File: src/rtl/rbbpd_pkg.sv
// Shared types, widths and register indexes of the ramped bang-bang position drive.
package rbbpd_pkg;

   localparam int POS_W  = 16;
   localparam int RAMP_W = 16;
   localparam int ON_W   = 10;
   localparam int DIR_W  = 2;
   localparam int IDX_W  = 3;

   localparam int CYCLE_MS_DEFAULT  = 20;
   localparam int DEAD_BAND_DEFAULT = 50;

   localparam logic [IDX_W-1:0] REG_MIN_POSITION      = 3'd0;
   localparam logic [IDX_W-1:0] REG_MAX_POSITION      = 3'd1;
   localparam logic [IDX_W-1:0] REG_PULL_RAMP_MS      = 3'd2;
   localparam logic [IDX_W-1:0] REG_LOOSEN_RAMP_MS    = 3'd3;
   localparam logic [IDX_W-1:0] REG_PULL_INITIAL_ON   = 3'd4;
   localparam logic [IDX_W-1:0] REG_PULL_ON_STEP      = 3'd5;
   localparam logic [IDX_W-1:0] REG_LOOSEN_INITIAL_ON = 3'd6;
   localparam logic [IDX_W-1:0] REG_LOOSEN_ON_STEP    = 3'd7;

   typedef enum logic [DIR_W-1:0] {
      DIR_IDLE   = 2'd0,
      DIR_PULL   = 2'd1,
      DIR_LOOSEN = 2'd2
   } dir_type;

   typedef struct packed {
      logic [POS_W-1:0]  min_position;
      logic [POS_W-1:0]  max_position;
      logic [RAMP_W-1:0] pull_ramp_ms;
      logic [RAMP_W-1:0] loosen_ramp_ms;
      logic [ON_W-1:0]   pull_initial_on;
      logic [ON_W-1:0]   pull_on_step;
      logic [ON_W-1:0]   loosen_initial_on;
      logic [ON_W-1:0]   loosen_on_step;
   } cfg_type;

   typedef struct packed {
      logic [POS_W-1:0] measured_position;
      logic             allow_drive;
      logic             setpoint_valid;
      logic [POS_W-1:0] setpoint;
   } item_type;

   typedef struct packed {
      logic             motor_enable;
      logic [DIR_W-1:0] motor_direction;
      logic             solenoid_closed;
   } result_type;

endpackage

File: src/rtl/rbbpd_csr.sv
// Configuration register file of the ramped bang-bang position drive.
module rbbpd_csr (
   input  logic                          clock,
   input  logic                          reset,
   input  logic                          csr_valid,
   input  logic [rbbpd_pkg::IDX_W-1:0]   csr_index,
   input  logic [rbbpd_pkg::POS_W-1:0]   csr_data,
   output rbbpd_pkg::cfg_type            cfg
);

   localparam rbbpd_pkg::cfg_type CFG_RESET = '{
      max_position: {rbbpd_pkg::POS_W{1'b1}},
      default:      '0
   };

   rbbpd_pkg::cfg_type cfg_ff;
   rbbpd_pkg::cfg_type cfg_in;

   always_comb begin
      cfg_in = cfg_ff;
      if (csr_valid) begin
         unique case (csr_index)
            rbbpd_pkg::REG_MIN_POSITION:      cfg_in.min_position   = csr_data;
            rbbpd_pkg::REG_MAX_POSITION:      cfg_in.max_position   = csr_data;
            rbbpd_pkg::REG_PULL_RAMP_MS:      cfg_in.pull_ramp_ms   = csr_data;
            rbbpd_pkg::REG_LOOSEN_RAMP_MS:    cfg_in.loosen_ramp_ms = csr_data;
            rbbpd_pkg::REG_PULL_INITIAL_ON:
               cfg_in.pull_initial_on = csr_data[rbbpd_pkg::ON_W-1:0];
            rbbpd_pkg::REG_PULL_ON_STEP:
               cfg_in.pull_on_step = csr_data[rbbpd_pkg::ON_W-1:0];
            rbbpd_pkg::REG_LOOSEN_INITIAL_ON:
               cfg_in.loosen_initial_on = csr_data[rbbpd_pkg::ON_W-1:0];
            rbbpd_pkg::REG_LOOSEN_ON_STEP:
               cfg_in.loosen_on_step = csr_data[rbbpd_pkg::ON_W-1:0];
            default: cfg_in = cfg_ff;
         endcase
      end
   end

   always_ff @(posedge clock) begin
      if (reset) begin
         cfg_ff <= CFG_RESET;
      end else begin
         cfg_ff <= cfg_in;
      end
   end

   assign cfg = cfg_ff;

endmodule

File: src/rtl/rbbpd_core.sv
// Drive state and single-pass tick update of the ramped bang-bang position drive.
module rbbpd_core #(
   parameter int CYCLE_MS  = rbbpd_pkg::CYCLE_MS_DEFAULT,
   parameter int DEAD_BAND = rbbpd_pkg::DEAD_BAND_DEFAULT
) (
   input  logic                   clock,
   input  logic                   reset,
   input  logic                   step,
   input  rbbpd_pkg::item_type    item,
   input  rbbpd_pkg::cfg_type     cfg,
   output rbbpd_pkg::result_type  result
);

   localparam int POS_W   = rbbpd_pkg::POS_W;
   localparam int RAMP_W  = rbbpd_pkg::RAMP_W;
   localparam int ON_W    = rbbpd_pkg::ON_W;
   localparam int PHASE_W = (CYCLE_MS > 1) ? $clog2(CYCLE_MS) : 1;
   localparam int CYC_W   = $clog2((2 ** RAMP_W - 1) / CYCLE_MS + 1);
   localparam int PROD_W  = CYC_W + ON_W;
   localparam int OT_W    = PROD_W + 1;
   localparam logic [PHASE_W-1:0] PH_LAST = PHASE_W'(CYCLE_MS - 1);
   localparam logic [POS_W-1:0]   DB      = POS_W'(DEAD_BAND);

   function automatic logic in_band(input logic [POS_W-1:0] a, input logic [POS_W-1:0] b);
      logic [POS_W-1:0] d;
      d = (a > b) ? (a - b) : (b - a);
      return d < DB;
   endfunction

   logic [POS_W-1:0]   target_ff, target_in;
   rbbpd_pkg::dir_type move_ff, move_in;
   logic [RAMP_W-1:0]  elapsed_ff, elapsed_in;
   logic [PHASE_W-1:0] phase_ff, phase_in;
   logic [CYC_W-1:0]   cycles_ff, cycles_in;
   logic               latch_ff, latch_in;
   rbbpd_pkg::dir_type bridge_ff, bridge_in;

   logic [POS_W-1:0]   clamp_lo, clamped;
   logic               sp_band, same_way, restart;
   logic [RAMP_W-1:0]  elapsed_eff, ramp_sel;
   logic [PHASE_W-1:0] phase_eff;
   logic [CYC_W-1:0]   cycles_eff;
   logic [ON_W-1:0]    step_sel, init_sel;
   logic [PROD_W-1:0]  product;
   logic [OT_W-1:0]    on_time;
   logic               elapsed_sat;

   assign clamp_lo = (item.setpoint < cfg.min_position) ? cfg.min_position : item.setpoint;
   assign clamped  = (clamp_lo > cfg.max_position) ? cfg.max_position : clamp_lo;
   assign sp_band  = in_band(item.measured_position, clamped);
   assign same_way = ((clamped > item.measured_position) && (move_ff == rbbpd_pkg::DIR_PULL))
                  || ((clamped < item.measured_position) && (move_ff == rbbpd_pkg::DIR_LOOSEN));
   assign restart  = item.setpoint_valid && !sp_band && !same_way;

   assign step_sel = (move_ff == rbbpd_pkg::DIR_PULL) ? cfg.pull_on_step : cfg.loosen_on_step;
   assign product  = PROD_W'(cycles_ff) * PROD_W'(step_sel);

   always_comb begin
      target_in = item.setpoint_valid ? clamped : target_ff;
      move_in   = move_ff;
      if (restart) begin
         move_in = (clamped > item.measured_position) ? rbbpd_pkg::DIR_PULL
                                                      : rbbpd_pkg::DIR_LOOSEN;
      end
      elapsed_eff = restart ? '0 : elapsed_ff;
      phase_eff   = restart ? '0 : phase_ff;
      cycles_eff  = restart ? '0 : cycles_ff;

      if (move_in == rbbpd_pkg::DIR_PULL) begin
         ramp_sel = cfg.pull_ramp_ms;
         init_sel = cfg.pull_initial_on;
      end else begin
         ramp_sel = cfg.loosen_ramp_ms;
         init_sel = cfg.loosen_initial_on;
      end
      on_time = OT_W'(init_sel) + (restart ? '0 : OT_W'(product));

      latch_in  = latch_ff;
      bridge_in = bridge_ff;
      if (item.setpoint_valid && sp_band) begin
         latch_in = 1'b0;
      end
      if (!item.allow_drive) begin
         latch_in = 1'b0;
      end
      if (move_in != rbbpd_pkg::DIR_IDLE) begin
         if (!item.allow_drive || in_band(item.measured_position, target_in)) begin
            latch_in = 1'b0;
         end else begin
            bridge_in = (item.measured_position < target_in) ? rbbpd_pkg::DIR_PULL
                                                             : rbbpd_pkg::DIR_LOOSEN;
            latch_in = 1'b1;
            if ((elapsed_eff <= ramp_sel) && (OT_W'(phase_eff) > on_time)) begin
               latch_in = 1'b0;
            end
         end
      end

      elapsed_sat = &elapsed_eff;
      elapsed_in  = elapsed_eff;
      phase_in    = phase_eff;
      cycles_in   = cycles_eff;
      if (!elapsed_sat) begin
         elapsed_in = elapsed_eff + RAMP_W'(1);
         if (phase_eff == PH_LAST) begin
            phase_in  = '0;
            cycles_in = cycles_eff + CYC_W'(1);
         end else begin
            phase_in = phase_eff + PHASE_W'(1);
         end
      end
   end

   always_ff @(posedge clock) begin
      if (reset) begin
         target_ff  <= '0;
         move_ff    <= rbbpd_pkg::DIR_IDLE;
         elapsed_ff <= '0;
         phase_ff   <= '0;
         cycles_ff  <= '0;
         latch_ff   <= 1'b0;
         bridge_ff  <= rbbpd_pkg::DIR_IDLE;
      end else if (step) begin
         target_ff  <= target_in;
         move_ff    <= move_in;
         elapsed_ff <= elapsed_in;
         phase_ff   <= phase_in;
         cycles_ff  <= cycles_in;
         latch_ff   <= latch_in;
         bridge_ff  <= bridge_in;
      end
   end

   assign result.motor_enable    = latch_in;
   assign result.motor_direction = bridge_in;
   assign result.solenoid_closed = item.allow_drive;

   a_phase_range: assert property (@(posedge clock) disable iff (reset)
      phase_ff <= PH_LAST)
      else $error("Cycle phase counter left its range.");

   a_restart_timer: assert property (@(posedge clock) disable iff (reset)
      step && restart |=> elapsed_ff == RAMP_W'(1))
      else $error("Ramp timer did not restart.");

   a_enable_has_dir: assert property (@(posedge clock) disable iff (reset)
      latch_ff |-> bridge_ff != rbbpd_pkg::DIR_IDLE && move_ff != rbbpd_pkg::DIR_IDLE)
      else $error("Motor enabled without a drive direction.");

   a_disallow_stops: assert property (@(posedge clock) disable iff (reset)
      step && !item.allow_drive |=> !latch_ff)
      else $error("Motor left enabled on a disallowed tick.");

endmodule

File: src/rtl/ramped_bang_bang_position_drive.sv
// Top level of the ramped bang-bang position drive: stream ports, input and result registers.
// One word on req is one millisecond tick and gives exactly one word on rsp. A tick is taken
// every clock cycle unless a stall on rsp holds the pipe; it is held in the input register
// and is updated against the drive state in a single pass into the result register, from
// which its result is offered on rsp. Configuration writes are taken in every cycle and
// belong between ticks only.
module ramped_bang_bang_position_drive #(
   parameter int CYCLE_MS  = rbbpd_pkg::CYCLE_MS_DEFAULT,
   parameter int DEAD_BAND = rbbpd_pkg::DEAD_BAND_DEFAULT
) (
   input  logic                         clock,
   input  logic                         reset,
   input  logic                         req_tvalid,
   output logic                         req_tready,
   // measured_position [15:0], allow_drive [16], setpoint [32:17], zero [39:33]
   input  logic [39:0]                  req_tdata,
   // setpoint_valid [0]
   input  logic                         req_tuser,
   output logic                         rsp_tvalid,
   input  logic                         rsp_tready,
   // motor_enable [0], motor_direction [2:1], solenoid_closed [3], zero [7:4]
   output logic [7:0]                   rsp_tdata,
   input  logic                         csr_valid,
   output logic                         csr_ready,
   input  logic [rbbpd_pkg::IDX_W-1:0]  csr_index,
   input  logic [rbbpd_pkg::POS_W-1:0]  csr_data
);

   rbbpd_pkg::cfg_type    cfg;
   rbbpd_pkg::item_type   item_ff, item_in;
   rbbpd_pkg::result_type result, rsp_ff;
   logic                  in_valid_ff, in_valid_in;
   logic                  rsp_valid_ff, rsp_valid_in;
   logic                  advance, step, req_fire;

   assign advance    = !rsp_valid_ff || rsp_tready;
   assign step       = in_valid_ff && advance;
   assign req_tready = !in_valid_ff || advance;
   assign req_fire   = req_tvalid && req_tready;
   assign csr_ready  = 1'b1;

   assign item_in.measured_position = req_tdata[15:0];
   assign item_in.allow_drive       = req_tdata[16];
   assign item_in.setpoint          = req_tdata[32:17];
   assign item_in.setpoint_valid    = req_tuser;

   assign in_valid_in  = req_fire ? 1'b1 : (step ? 1'b0 : in_valid_ff);
   assign rsp_valid_in = step ? 1'b1 : (rsp_tready ? 1'b0 : rsp_valid_ff);

   always_ff @(posedge clock) begin
      if (reset) begin
         in_valid_ff  <= 1'b0;
         rsp_valid_ff <= 1'b0;
      end else begin
         in_valid_ff  <= in_valid_in;
         rsp_valid_ff <= rsp_valid_in;
      end
   end

   always_ff @(posedge clock) begin
      if (req_fire) begin
         item_ff <= item_in;
      end
      if (step) begin
         rsp_ff <= result;
      end
   end

   rbbpd_csr u_csr (
      .clock     (clock),
      .reset     (reset),
      .csr_valid (csr_valid),
      .csr_index (csr_index),
      .csr_data  (csr_data),
      .cfg       (cfg)
   );

   rbbpd_core #(
      .CYCLE_MS  (CYCLE_MS),
      .DEAD_BAND (DEAD_BAND)
   ) u_core (
      .clock  (clock),
      .reset  (reset),
      .step   (step),
      .item   (item_ff),
      .cfg    (cfg),
      .result (result)
   );

   assign rsp_tvalid = rsp_valid_ff;
   assign rsp_tdata  = {4'b0000, rsp_ff.solenoid_closed, rsp_ff.motor_direction,
                        rsp_ff.motor_enable};

endmodule
File: config.mk
export PLATFORM = sky130hd
export DESIGN_NAME = ramped_bang_bang_position_drive
export DESIGN_NICKNAME = d
export VERILOG_FILES = /design/src/rtl/rbbpd_pkg.sv /design/src/rtl/rbbpd_csr.sv /design/src/rtl/rbbpd_core.sv /design/src/rtl/ramped_bang_bang_position_drive.sv
export SDC_FILE = /design/constraint.sdc
export NUM_CORES = 1
export LEC_CHECK = 0
export BUFFER_PORTS_ARGS = -buffer_cell sky130_fd_sc_hd__buf_2
export CAP_MARGIN = 25
export CORE_ASPECT_RATIO = 0.7
export CORE_MARGIN = 1
export CORE_UTILIZATION = 38
export CTS_CLUSTER_SIZE = 12
export DETAILED_ROUTE_END_ITERATION = 8
export GPL_ROUTABILITY_DRIVEN = 0
export SYNTH_ARGS = -nofsm -noshare
export SYNTH_HDL_FRONTEND = slang
export SYNTH_SLANG_ARGS = --single-unit
export TNS_END_PERCENT = 1
File: constraint.sdc
create_clock -name clock -period 12.4 [get_ports clock]
set_clock_uncertainty 0.05 [all_clocks]
set_input_delay 1.24 -clock clock [delete_from_list [all_inputs] [get_ports clock]]
set_output_delay 1.24 -clock clock [all_outputs]
set_load 0.02 [all_outputs]
==> results.json <==
{
  "status": "completed",
  "final_cell_area_mm2": 0.0197,
  "hold_viol": 0,
  "drc": 0,
  "critPathBufInv": 4,
  "row_count": 66,
  "viasPerCell": 5.56,
  "grtUsageTotal_pct": 21.7,
  "cp_slowest_cell": "a2111oi_4",
  "routedWlPerCell_um": 18.5,
  "yosysSeqAreaShare_pct": 24.0,
  "antenna_cells": 0,
  "dieArea_mm2": 0.0485,
  "netlist_instances": 2202,
  "synthTopCellsByArea": "dfxtp_1 18%, ha_1 13%, fa_1 9.2%",
  "critical_path_required_ps": 12550,
  "period_needed_ps": 11790,
  "synth_edf_count": 38,
  "hp-class": "register to register",
  "wl_mm": 52.4,
  "postSynth.asyncResetShare_pct": 0,
  "cts.path.max_buffers": 2,
  "rsz0062_at_grt": "no",
  "cap_violations": 0,
  "first_pass_iters": 5,
  "setup_violations": 0,
  "yosys.area.top_type": "dfxtp_1",
  "powerDensity_mw_per_mm2": 89.1,
  "cts_max_level": 4,
  "tightest_slew_ps": 993,
  "port_buffers": 63,
  "worstPathArrival_ps": 11940,
  "layout_common_cells": "335 x nand2_1, 191 x a21oi_1, 183 x ha_1",
  "gr-total-overflow": 0,
  "num_vias": 15700,
  "crit_top_cell": "a21o_1",
  "ys_warn_count": 0,
  "path_max_fanout": 18,
  "critPathTopFamily": "compound AO/OA/AOI/OAI gates",
  "areaGrowthSynthToFinish_pct": 8.71,
  "cts_root_buf": "clkbuf_16",
  "cts_num_sinks": 198,
  "num-fill-cells": 4619,
  "relSlewSlack_pct": 33.6,
  "syn_avg_cell_area_um2": 8.21,
  "final_common_cell": "nand2_1",
  "min_period_over_period_pct": 95.0,
  "antenna_found_initial": 0,
  "start_util_pct": 38.8,
  "fin_nets": 2533,
  "drt_iter0_drc": 1407,
  "drv_slew": 0,
  "vdd_drop_max_v": 0.000108,
  "crit_type": "register to register",
  "grt_max_degree": 101,
  "synth_cell_types": 86,
  "synth_ff_type": "dfxtp_1",
  "ys_seq_elements": 198,
  "leakagePower_uw": 0.00857,
  "grt_pass1_wl_mm": 82.9,
  "detail-route-antenna-nets": 0,
  "drive_gt1_share_pct": 9.94,
  "start_kind": "register",
  "ioPinCount": 76,
  "die_h_um": 185,
  "synth_top_area_share_pct": 17.7,
  "endpoint_kind": "register",
  "cts_inserted_buffers": 17,
  "dpl_cell_area_mm2": 0.0189,
  "dpl.hpwl_mm": 39.9,
  "cts_tree": "yes",
  "max_freq_mhz": 84.8,
  "synthesis.area_mm2": 0.0181,
  "die_w_um": 263,
  "cpPeakStageDelay_ps": 470,
  "grt_pass1_vias": 14800,
  "setup_tns_ps": 0,
  "clock_latency_ps": 460,
  "clk_pin_slew_ps": 90,
  "core-area_mm2": 0.0467
}
-- metrics by stage --
step	worst slack (ps)	total power, uW	hold slack, ps	cells	utilization (%)
after floorplan	195	1030	383	2205	-
after global placement	387	1140	389	2786	40.5
after detailed placement	190	1150	393	2790	40.5
after CTS	88.8	1740	406	2822	41.9
after global routing	12.9	1830	421	2825	42.1
final	614	1750	405	2825	42.1
-- report_power, final --
part           switching [uW]  internal (uW)  leakage [uW]
Clock                     313            280      0.000300
Combinational             292            177       0.00661
Sequential               14.2            675       0.00167
Total                     619           1130       0.00857
-- Yosys cell counts (11+ instances only) --
library cell  count
a211o_1          18
a211oi_1         13
a21boi_0         18
a21o_1           40
a21oi_1         193
a221o_1          18
a31oi_1          13
and2_1           36
buf_2            17
clkbuf_1         86
dfxtp_1         160
edfxtp_1         38
fa_1             83
ha_1            185
inv_1           167
mux2_2           51
mux2i_1          35
nand2_1         335
nand2b_1         34
nand3_1          40
nand3b_1         14
nand4_1          28
nor2_1          123
nor2b_1          82
nor3_1           25
o211ai_1         12
o21a_1           26
o21ai_0          74
o21bai_1         11
xnor2_1          30
xor2_1           27
-- metal layers --
layer	track usage [%]	vias to the layer above	wire length, um
met5	0	-	0
met3	5.99	44	5080
met2	29.5	571	20200
li1	-	7612	-
met1	33.4	7471	26600
met4	4.12	0	557
-- area by class of cell --
| class | instances | area, um2 | share of cell area, % |
|---|---|---|---|
| timing repair buffer | 98 | 628 | 3.20 |
| multi-input combinational | 1718 | 12700 | 64.5 |
| clock inverter | 15 | 185 | 0.942 |
| sequential | 198 | 4340 | 22.1 |
| inverter | 167 | 627 | 3.19 |
| tap | 612 | 766 | 3.90 |
| clock buffer | 17 | 425 | 2.16 |
-- worst reg2reg max path, delay by kind of cell, from the launching register on --
kind	cells	cell delay (ps)
xor gates and xnor gates	1	300
adders and majority gates	5	1500
buffers and inverters	4	730
AOI/OAI and AO/OA	34	6560
and+or+nand+nor	4	460
muxes	4	1520
DFF	1	400
-- path summary, 6_finish.rpt --
check / startpoint / to / slack (ps) / depth (start not counted)
worst min register to register: u_csr.cfg[61] / u_csr.cfg[61] / 410 / 2
worst max-delay path: item_ff[1] / rsp_tdata[0] / 610 / 52
worst max register to register: item_ff[1] / rsp_tdata[0] / 610 / 52
worst min-delay path: u_csr.cfg[61] / u_csr.cfg[61] / 410 / 2
-- repair_timing --
action                                 4_1_cts  5_1_grt
gates resized for setup                      0       19
buffers inserted                             0        1
hold buffers                                 0        0
endpoints found under the hold margin        0        0
setup endpoints to repair                    0        2
-- registers in the layout, indices dropped and copies added, names as in the netlist --
signal             flops
in_valid_ff            1
item_ff               34
rsp_tdata              4
rsp_tvalid             1
u_core.bridge_ff       2
u_core.cycles_ff      12
u_core.elapsed_ff     16
u_core.latch_ff        1
u_core.move_ff         2
u_core.phase_ff        5
u_core.target_ff      16
u_csr.cfg            104
-- cells by family after synthesis --
logic type      Yosys count  share of synthesized area [%]
simple gates            786                           21.0
mux                      88                           5.32
buf+inv                 289                           6.35
other cells               2                         0.0415
xor+xnor                 57                           2.76
flops                   198                           24.0
compound gates          514                           18.5
fa+ha+maj               268                           22.0
Note: power is estimated with default switching activity, not from simulation.
